===== config.mk =====
export PLATFORM = sky130hd
export DESIGN_NAME = allocation_bitmap_find_first_flat
export DESIGN_NICKNAME = d
export VERILOG_FILES = /design/src/hdl/abff_pkg.sv /design/src/hdl/abff_if.sv /design/src/hdl/abff_word_unit.sv /design/src/hdl/allocation_bitmap_find_first.sv /design/src/flat_wrapper.sv
export SDC_FILE = /design/constraint.sdc
export NUM_CORES = 2
export LEC_CHECK = 0
export ABC_AREA = 1
export BUFFER_PORTS_ARGS = -buffer_cell sky130_fd_sc_hd__buf_4
export CELL_PAD_IN_SITES_DETAIL_PLACEMENT = 1
export CELL_PAD_IN_SITES_GLOBAL_PLACEMENT = 2
export CORE_MARGIN = 2
export CORE_UTILIZATION = 37
export CTS_BUF_LIST = sky130_fd_sc_hd__clkbuf_4 sky130_fd_sc_hd__clkbuf_8
export CTS_CLUSTER_SIZE = 24
export DETAILED_ROUTE_END_ITERATION = 7
export PLACE_DENSITY = 0.77
export RECOVER_POWER = 50
export SYNTH_ARGS = -nofsm -noshare
export SYNTH_HDL_FRONTEND = slang
export SYNTH_SLANG_ARGS = --single-unit

===== constraint.sdc =====
create_clock -name clk_i -period 6.24 [get_ports clk_i]
set_input_delay 0.312 -clock clk_i [delete_from_list [all_inputs] [get_ports clk_i]]
set_output_delay 0.312 -clock clk_i [all_outputs]
set_load 0.1 [all_outputs]

===== src/hdl/abff_pkg.sv =====
`default_nettype none

package abff_pkg;

  localparam int unsigned MAX_BITS = 1024;
  localparam int unsigned REQ_W    = 3;
  localparam int unsigned INDEX_W  = 10;
  localparam int unsigned CFG_W    = 11;
  localparam int unsigned STATUS_W = 2;
  localparam int unsigned CFG_RESET_BITS = 1024;

  typedef enum logic [REQ_W-1:0] {
    REQ_TEST       = 3'd0,
    REQ_SET        = 3'd1,
    REQ_CLEAR      = 3'd2,
    REQ_FIND_SET   = 3'd3,
    REQ_FIND_CLEAR = 3'd4,
    REQ_CLEAR_ALL  = 3'd5,
    REQ_SET_ALL    = 3'd6,
    REQ_NONE       = 3'd7
  } req_e;

  typedef enum logic [STATUS_W-1:0] {
    STAT_OK    = 2'd0,
    STAT_RANGE = 2'd1,
    STAT_NONE  = 2'd2
  } status_e;

  // operation of the shared word unit
  typedef enum logic [2:0] {
    WOP_TEST,
    WOP_SET_BIT,
    WOP_CLEAR_BIT,
    WOP_FIND_SET,
    WOP_FIND_CLEAR,
    WOP_FILL
  } wop_e;

  typedef struct packed {
    wop_e op;
  } word_ctl_t;

  typedef struct packed {
    logic hit;
    logic bit_val;
  } word_res_t;

endpackage

`default_nettype wire


===== src/hdl/abff_if.sv =====
`default_nettype none

interface abff_req_if;
  logic                          valid;
  logic                          ready;
  logic [abff_pkg::REQ_W-1:0]    req_type;
  logic [abff_pkg::INDEX_W-1:0]  bit_index;

  modport source (output valid, output req_type, output bit_index, input ready);
  modport sink   (input valid, input req_type, input bit_index, output ready);
endinterface

interface abff_rsp_if;
  logic                           valid;
  logic                           ready;
  logic [abff_pkg::STATUS_W-1:0]  status;
  logic                           bit_value;
  logic [abff_pkg::INDEX_W-1:0]   found_index;
  logic                           all_clear;
  logic                           all_set;

  modport source (output valid, output status, output bit_value, output found_index,
                  output all_clear, output all_set, input ready);
  modport sink   (input valid, input status, input bit_value, input found_index,
                  input all_clear, input all_set, output ready);
endinterface

`default_nettype wire


===== src/hdl/abff_word_unit.sv =====
`default_nettype none

module abff_word_unit #(
  parameter int unsigned WORD_BITS = 64
) (
  input  logic [WORD_BITS-1:0]                 word_i,
  input  logic [$clog2(WORD_BITS+1)-1:0]       lim_i,
  input  logic [$clog2(WORD_BITS)-1:0]         pos_i,
  input  abff_pkg::word_ctl_t                  ctl_i,
  output logic [WORD_BITS-1:0]                 word_o,
  output logic [$clog2(WORD_BITS)-1:0]         hit_pos_o,
  output abff_pkg::word_res_t                  res_o
);

  localparam int unsigned POS_W = $clog2(WORD_BITS);
  localparam int unsigned LIM_W = $clog2(WORD_BITS+1);

  logic [WORD_BITS-1:0] mask;
  logic [WORD_BITS-1:0] cand;

  // bits of this word that lie below the bits-in-use limit
  always_comb begin
    for (int b = 0; b < WORD_BITS; b++) begin
      mask[b] = (LIM_W'(b) < lim_i);
    end
  end

  assign cand = ((ctl_i.op == abff_pkg::WOP_FIND_SET) ? word_i : ~word_i) & mask;

  // lowest candidate wins
  always_comb begin
    hit_pos_o = '0;
    for (int b = WORD_BITS - 1; b >= 0; b--) begin
      if (cand[b]) begin
        hit_pos_o = POS_W'(b);
      end
    end
  end

  always_comb begin
    res_o.hit     = |cand;
    res_o.bit_val = word_i[pos_i];
    word_o        = word_i;
    case (ctl_i.op)
      abff_pkg::WOP_SET_BIT:   word_o[pos_i] = 1'b1;
      abff_pkg::WOP_CLEAR_BIT: word_o[pos_i] = 1'b0;
      abff_pkg::WOP_FILL:      word_o        = word_i | mask;
      default:                 word_o        = word_i;
    endcase
  end

endmodule

`default_nettype wire


===== src/hdl/allocation_bitmap_find_first.sv =====
// test, set and clear scan the store word by word up to the word that holds bit_index,
// finds up to a hit or the last word in use, and set-all fills every word in use;
// clear-all, out-of-range and no-op requests go straight to the result
// one item at a time, the next one taken the cycle after the result; the word scan
// shares one word unit, one store word per cycle
// reset (async, active low) clears the whole store and the set count and restores
// bits_in_use to 1024; a configuration write clears store and count
`default_nettype none

module allocation_bitmap_find_first #(
  parameter int unsigned WORD_BITS = 64
) (
  input  wire logic                          clk_i,
  input  wire logic                          rst_ni,
  input  wire logic                          cfg_we_i,
  input  wire logic [abff_pkg::CFG_W-1:0]    cfg_wdata_i,
  abff_req_if.sink                           req,
  abff_rsp_if.source                         rsp
);

  localparam int unsigned MAX_BITS  = abff_pkg::MAX_BITS;
  localparam int unsigned NUM_WORDS = (MAX_BITS + WORD_BITS - 1) / WORD_BITS;
  localparam int unsigned WADDR_W   = (NUM_WORDS > 1) ? $clog2(NUM_WORDS) : 1;
  localparam int unsigned POS_W     = $clog2(WORD_BITS);
  localparam int unsigned LIM_W     = $clog2(WORD_BITS + 1);
  localparam int unsigned CNT_W     = $clog2(MAX_BITS + 1);
  localparam int unsigned NW        = (CNT_W > abff_pkg::CFG_W) ? CNT_W : abff_pkg::CFG_W;
  localparam int unsigned RESET_BITS =
    (abff_pkg::CFG_RESET_BITS > MAX_BITS) ? MAX_BITS : abff_pkg::CFG_RESET_BITS;

  localparam logic [1:0] S_IDLE = 2'd0;
  localparam logic [1:0] S_SCAN = 2'd1;
  localparam logic [1:0] S_OUT  = 2'd2;

  logic [1:0]                       state_q, state_d;
  logic [WORD_BITS-1:0]             store_q [NUM_WORDS];
  logic [CNT_W-1:0]                 n_q;
  logic [CNT_W-1:0]                 count_q, count_d;
  logic [WADDR_W-1:0]               waddr_q, waddr_d;
  logic [CNT_W-1:0]                 base_q, base_d;
  abff_pkg::req_e                   op_q, op_d;
  logic [abff_pkg::INDEX_W-1:0]     idx_q, idx_d;
  abff_pkg::status_e                status_q, status_d;
  logic                             bit_q, bit_d;
  logic [abff_pkg::INDEX_W-1:0]     found_q, found_d;

  logic                             accept;
  logic                             clear_all;
  logic                             store_we;
  logic [NW-1:0]                    cfg_ext;
  logic [NW-1:0]                    n_clamped;
  logic [CNT_W-1:0]                 rem;
  logic [LIM_W-1:0]                 lim;
  logic                             last_word;
  logic [NW-1:0]                    off;
  logic                             target_word;
  logic [NW-1:0]                    found_sum;
  logic [WORD_BITS-1:0]             unit_word;
  logic [POS_W-1:0]                 unit_hit_pos;
  abff_pkg::word_ctl_t              unit_ctl;
  abff_pkg::word_res_t              unit_res;

  assign accept = req.valid && req.ready;
  assign req.ready = (state_q == S_IDLE);

  assign cfg_ext = NW'(cfg_wdata_i);
  always_comb begin
    if (cfg_ext == '0) begin
      n_clamped = NW'(1);
    end else if (cfg_ext > NW'(MAX_BITS)) begin
      n_clamped = NW'(MAX_BITS);
    end else begin
      n_clamped = cfg_ext;
    end
  end

  // limit of the word under scan, relative to its first bit
  assign rem       = n_q - base_q;
  assign last_word = (rem <= CNT_W'(WORD_BITS));
  assign lim       = last_word ? LIM_W'(rem) : LIM_W'(WORD_BITS);
  assign off       = NW'(idx_q) - NW'(base_q);
  assign target_word = (off < NW'(WORD_BITS));
  assign found_sum = NW'(base_q) + NW'(unit_hit_pos);

  always_comb begin
    case (op_q)
      abff_pkg::REQ_SET:        unit_ctl.op = abff_pkg::WOP_SET_BIT;
      abff_pkg::REQ_CLEAR:      unit_ctl.op = abff_pkg::WOP_CLEAR_BIT;
      abff_pkg::REQ_FIND_SET:   unit_ctl.op = abff_pkg::WOP_FIND_SET;
      abff_pkg::REQ_FIND_CLEAR: unit_ctl.op = abff_pkg::WOP_FIND_CLEAR;
      abff_pkg::REQ_SET_ALL:    unit_ctl.op = abff_pkg::WOP_FILL;
      default:                  unit_ctl.op = abff_pkg::WOP_TEST;
    endcase
  end

  abff_word_unit #(
    .WORD_BITS (WORD_BITS)
  ) u_word_unit (
    .word_i    (store_q[waddr_q]),
    .lim_i     (lim),
    .pos_i     (off[POS_W-1:0]),
    .ctl_i     (unit_ctl),
    .word_o    (unit_word),
    .hit_pos_o (unit_hit_pos),
    .res_o     (unit_res)
  );

  always_comb begin
    state_d   = state_q;
    count_d   = count_q;
    waddr_d   = waddr_q;
    base_d    = base_q;
    op_d      = op_q;
    idx_d     = idx_q;
    status_d  = status_q;
    bit_d     = bit_q;
    found_d   = found_q;
    clear_all = 1'b0;
    store_we  = 1'b0;
    case (state_q)
      S_IDLE: begin
        if (accept) begin
          op_d     = abff_pkg::req_e'(req.req_type);
          idx_d    = req.bit_index;
          waddr_d  = '0;
          base_d   = '0;
          status_d = abff_pkg::STAT_OK;
          bit_d    = 1'b0;
          found_d  = '0;
          state_d  = S_SCAN;
          case (abff_pkg::req_e'(req.req_type))
            abff_pkg::REQ_TEST, abff_pkg::REQ_SET, abff_pkg::REQ_CLEAR: begin
              if (NW'(req.bit_index) >= NW'(n_q)) begin
                status_d = abff_pkg::STAT_RANGE;
                state_d  = S_OUT;
              end
            end
            abff_pkg::REQ_CLEAR_ALL: begin
              clear_all = 1'b1;
              count_d   = '0;
              state_d   = S_OUT;
            end
            abff_pkg::REQ_NONE: begin
              state_d = S_OUT;
            end
            default: begin
              state_d = S_SCAN;
            end
          endcase
        end
      end
      S_SCAN: begin
        case (op_q)
          abff_pkg::REQ_FIND_SET, abff_pkg::REQ_FIND_CLEAR: begin
            if (unit_res.hit) begin
              found_d = found_sum[abff_pkg::INDEX_W-1:0];
              state_d = S_OUT;
            end else if (last_word) begin
              status_d = abff_pkg::STAT_NONE;
              state_d  = S_OUT;
            end
          end
          abff_pkg::REQ_SET_ALL: begin
            store_we = 1'b1;
            if (last_word) begin
              count_d = n_q;
              state_d = S_OUT;
            end
          end
          default: begin
            if (target_word) begin
              bit_d    = unit_res.bit_val;
              store_we = 1'b1;
              if (op_q == abff_pkg::REQ_SET && !unit_res.bit_val) begin
                count_d = count_q + CNT_W'(1);
              end else if (op_q == abff_pkg::REQ_CLEAR && unit_res.bit_val) begin
                count_d = count_q - CNT_W'(1);
              end
              state_d = S_OUT;
            end
          end
        endcase
        if (state_d == S_SCAN) begin
          waddr_d = waddr_q + WADDR_W'(1);
          base_d  = base_q + CNT_W'(WORD_BITS);
        end
      end
      S_OUT: begin
        if (rsp.ready) begin
          state_d = S_IDLE;
        end
      end
      default: begin
        state_d = S_IDLE;
      end
    endcase
  end

  always_ff @(posedge clk_i or negedge rst_ni) begin
    if (!rst_ni) begin
      state_q <= S_IDLE;
      n_q     <= CNT_W'(RESET_BITS);
      count_q <= '0;
      waddr_q <= '0;
      base_q  <= '0;
    end else begin
      state_q <= state_d;
      waddr_q <= waddr_d;
      base_q  <= base_d;
      if (cfg_we_i) begin
        n_q     <= CNT_W'(n_clamped);
        count_q <= '0;
      end else begin
        count_q <= count_d;
      end
    end
  end

  always_ff @(posedge clk_i or negedge rst_ni) begin
    if (!rst_ni) begin
      for (int w = 0; w < NUM_WORDS; w++) begin
        store_q[w] <= '0;
      end
    end else if (cfg_we_i || clear_all) begin
      for (int w = 0; w < NUM_WORDS; w++) begin
        store_q[w] <= '0;
      end
    end else if (store_we) begin
      store_q[waddr_q] <= unit_word;
    end
  end

  always_ff @(posedge clk_i) begin
    op_q     <= op_d;
    idx_q    <= idx_d;
    status_q <= status_d;
    bit_q    <= bit_d;
    found_q  <= found_d;
  end

  assign rsp.valid       = (state_q == S_OUT);
  assign rsp.status      = status_q;
  assign rsp.bit_value   = bit_q;
  assign rsp.found_index = found_q;
  assign rsp.all_clear   = (count_q == '0);
  assign rsp.all_set     = (count_q == n_q);

endmodule

`default_nettype wire


===== src/flat_wrapper.sv =====
// flat-port wrapper written by rule: the top's interface ports become plain ports
module allocation_bitmap_find_first_flat 
#(
  parameter int unsigned WORD_BITS = 64
)
  (clk_i, rst_ni, cfg_we_i, cfg_wdata_i, req_valid, req_req_type, req_bit_index, req_ready, rsp_valid, rsp_status, rsp_bit_value, rsp_found_index, rsp_all_clear, rsp_all_set, rsp_ready);
  abff_req_if req_i ();
  abff_rsp_if rsp_i ();
  input  wire logic clk_i;
  input  wire logic rst_ni;
  input  wire logic cfg_we_i;
  input  wire logic [abff_pkg::CFG_W-1:0] cfg_wdata_i;
  input wire logic [$bits(req_i.valid)-1:0] req_valid;
  input wire logic [$bits(req_i.req_type)-1:0] req_req_type;
  input wire logic [$bits(req_i.bit_index)-1:0] req_bit_index;
  output wire logic [$bits(req_i.ready)-1:0] req_ready;
  output wire logic [$bits(rsp_i.valid)-1:0] rsp_valid;
  output wire logic [$bits(rsp_i.status)-1:0] rsp_status;
  output wire logic [$bits(rsp_i.bit_value)-1:0] rsp_bit_value;
  output wire logic [$bits(rsp_i.found_index)-1:0] rsp_found_index;
  output wire logic [$bits(rsp_i.all_clear)-1:0] rsp_all_clear;
  output wire logic [$bits(rsp_i.all_set)-1:0] rsp_all_set;
  input wire logic [$bits(rsp_i.ready)-1:0] rsp_ready;
  assign req_i.valid = req_valid;
  assign req_i.req_type = req_req_type;
  assign req_i.bit_index = req_bit_index;
  assign req_ready = req_i.ready;
  assign rsp_valid = rsp_i.valid;
  assign rsp_status = rsp_i.status;
  assign rsp_bit_value = rsp_i.bit_value;
  assign rsp_found_index = rsp_i.found_index;
  assign rsp_all_clear = rsp_i.all_clear;
  assign rsp_all_set = rsp_i.all_set;
  assign rsp_i.ready = rsp_ready;
  allocation_bitmap_find_first #(.WORD_BITS(WORD_BITS)) u_core (.clk_i(clk_i), .rst_ni(rst_ni), .cfg_we_i(cfg_we_i), .cfg_wdata_i(cfg_wdata_i), .req(req_i), .rsp(rsp_i));
endmodule

==> qor.csv <==
stage;metric;value;unit
min_path;hp-class;in2reg;
yosys;synth_area;0.0543;mm2
routing;vias;53400;
yosys;yosysUniqueCellTypes;59;
clock_network;root_buffer;clkbuf_8;
outcome;status;finished, violations left;
timing;hold_viol_final;0;
yosys;synth_top_area_frac;0.486;
floorplan;die-height;387;um
floorplan;io_pins;46;
yosys;netlist_instances;6622;
routing;drtIter0Drc;5032;
clock_network;clkLatencyLatePin;0.99;ns
setup_path;cp.arrival;6.84;ns
setup_path;reg2reg_slack;0.26;ns
routing;drc;0;
clock_network;clock-sinks;1083;
final_layout;final_nets;6830;
routing;wl;251000;um
floorplan;rows;140;
setup_path;crit_fanout;49;
setup_path;critPathKind;reg2reg;
power;p_total;29400;uW
yosys;synthTopCellsByCount;1598 x o21ai_0, 1056 x dfrtp_1, 727 x nand2_1;
place;gp_congestion;0.973;
floorplan;start_util;0.373;
yosys;yosysMostFrequentCell;o21ai_0;
yosys;yosysWarnings;0;
min_path;min_to;u_core.idx_q[0];
clock_network;cts_buffer_depth;3;
min_path;min-delay-start;req_bit_index[0];
final_layout;drive_gt1_frac;0.133;
setup_path;cpPeakStageDelay;0.52;ns
global_route;antenna_found_initial;7;
setup_path;regToRegEndpoint;u_core.count_q[10];
setup_path;path_buf_inv;6;
routing;routedWlPerCell;28.4;um
setup_path;critPathTopFamily;compound AO/OA/AOI/OAI gates;
yosys;ys.flop_type;dfrtp_1;
global_route;grt_max_degree;188;
timing;period_needed;5.98;ns
yosys;netlist.top_cell.by_area;dfrtp_1;
clock_network;cts_buffers;194;
outcome;violations;capacitance limit, slew limit;
job;maxCapViolCount;9;
setup_path;crit_path_start;u_core.waddr_q[1];
final_layout;final_util;0.435;
yosys;async_flop_share;0.976;
power;power_density;463;mW/mm2
power;peakVddDrop;0.536;mV
clock_network;htreeDepth;4;
floorplan;fp.dieW;387;um
timing;finalSetupViolations;0;
min_path;hold_depth;2;
routing;drt.antenna.violating_nets;0;
yosys;ys_seq_area_frac;0.501;
global_route;grt_usage;0.330;
timing;finalCritPeriodShare;0.958;
place;io_buffers;45;
timing;drv_slew;776;
setup_path;crit_top_cell;nand2_1;
yosys;synth-seq-cells;1083;
yosys;avgSynthCellArea;8.20;um2
setup_path;critical_path.startpoint_type;flop;
yosys;synth_edf_count;26;
setup_path;critPathSlowestCell;dfrtp_4;
place;dp_hpwl;143000;um
power;power.leakage;0.0277;uW
setup_path;r2r_start;u_core.waddr_q[1];
final_layout;area_growth;16.8;%
setup_path;worstRegToRegCells;31;
clock_network;cts_tree;yes;
timing;rsz0062_at_grt;yes;
routing;drt-pass1-iter-count;6;
timing;clock_skew;0.0620;ns
timing;slew_headroom;-1.82;
place;place_inst;8418;
routing;viasPerCell;6.04;
global_route;grt_pass1_vias;54100;
final_layout;final_cells;8837;
global_route;grt_pass1_wl;370000;um
timing;tightest_slew;4.23;ns
setup_path;cp.required;7.10;ns
global_route;grt_overflow_total;0;
floorplan;dieArea;0.150;mm2
clock_network;clkTransAtPathRegs;0.07;ns
setup_path;end_kind;flop;
timing;fmax;167;MHz
floorplan;fp.coreArea;0.146;mm2
yosys;netlist_top_cells_area;dfrtp_1 49%, o21ai_0 15%, a21oi_1 6.3%, o22ai_1 6.1%, nand2_1 5.0%;
state kept, by name, summed over array words and instances (netlist names), 2 cells and up:
signal,cells
u_core.store_q,1024
u_core.count_q,11
u_core.rsp.status,2
u_core.waddr_q,4
u_core.n_q,11
u_core.op_q,3
u_core.rsp.found_index,10
u_core.base_q,5
u_core.idx_q,10
u_core.state_q,2
cell type report:
class                      count  area [um2]
multi-input combinational   4282       22400
clock inverter                17         214
timing repair buffer         510        4520
tap                         1917        2400
antenna                        5        12.5
sequential                  1083       27200
inverter                     693        2630
fill                       17300       82300
clock buffer                 330        4000
how the worst max path moves through the flow:
| stage | endpoint | slack [ns] | cells past startpoint |
|---|---|---|---|
| finish | u_core.count_q[10] | 0.26 | 31 |
| global route | u_core.rsp.found_index[0] | -0.06 | 75 |
| CTS | u_core.count_q[10] | 0.03 | 32 |
| floorplan | u_core.count_q[10] | 0.24 | 37 |
| detailed placement | u_core.count_q[10] | 0.10 | 32 |
| global placement | u_core.count_q[10] | 0.11 | 32 |
report_power, final:
group | internal (uW) | leakage, uW | total (uW) | switching (uW)
Clock | 4100 | 0.00225 | 7300 | 3200
Combinational | 4210 | 0.0105 | 14200 | 10000
Sequential | 7560 | 0.0150 | 7820 | 260
worst reg2reg max path: cells and delay by family (launching register included):
kind	cells	cell delay, ns
XOR/XNOR	1	0.20
AND/OR/NAND/NOR	10	1.32
adder cells (fa/ha/maj)	1	0.34
buffers and inverters	6	1.39
AO/OA/AOI/OAI	13	2.15
flip-flops	1	0.52
per-stage QoR:
| stage | setup TNS [ns] | hold WS (ns) | cell area [um2] | setup WS, ns |
|---|---|---|---|---|
| floorplan | 0 | 0.0164 | 54300 | 0.236 |
| global placement | 0 | 0.342 | 58600 | 0.106 |
| detailed placement | 0 | 0.341 | 58600 | 0.102 |
| CTS | 0 | 0.0171 | 63300 | 0.0316 |
| global route | -0.0767 | 0.138 | 63500 | -0.0554 |
| finish | 0 | 0.139 | 63500 | 0.262 |
routing by layer:
metal / share of wire / up-vias / global-route usage
met5: 0 / - / 0
met4: 0.033 / 0 / 0.111
met3: 0.069 / 450 / 0.0526
met2: 0.46 / 2038 / 0.519
met1: 0.44 / 27700 / 0.462
li1: - / 23200 / -
kinds of logic after synthesis:
group	count (synthesis)	synth area share
compound gates	2959	0.290
buf+inv	1259	0.0960
simple gates	1225	0.0945
flops	1083	0.501
xor+xnor	57	0.00919
fa+ha+maj	37	0.00866
other cells	2	0.000138
layout by cell type (no fill, tap or decap), types with 10 or more instances in the layout:
cell	n
o21ai_0	1597
dfrtp_1	1054
nand2_1	702
a21oi_1	677
inv_1	667
o22ai_1	528
buf_4	368
clkbuf_8	244
nor2_1	234
nand3_1	93
clkbuf_4	88
nand4_1	61
buf_12	52
xor2_1	50
dlygate4sd3_1	49
o21ai_1	44
a22oi_1	31
ha_1	31
nor3_1	30
clkbuf_1	30
edfxtp_1	26
nor2_4	24
nand2_2	19
nand2_4	19
inv_2	16
o211ai_1	13
a31oi_1	10
timing repair:
| action | 4_1_cts | 5_1_grt |
|---|---|---|
| setup endpoints to repair | 0 | 6 |
| hold endpoints to repair | 276 | 0 |
| hold buffers | 50 | 0 |
| gates resized for setup | 0 | 51 |
| setup buffers | 0 | 17 |
(Power assumes the default switching activity.)
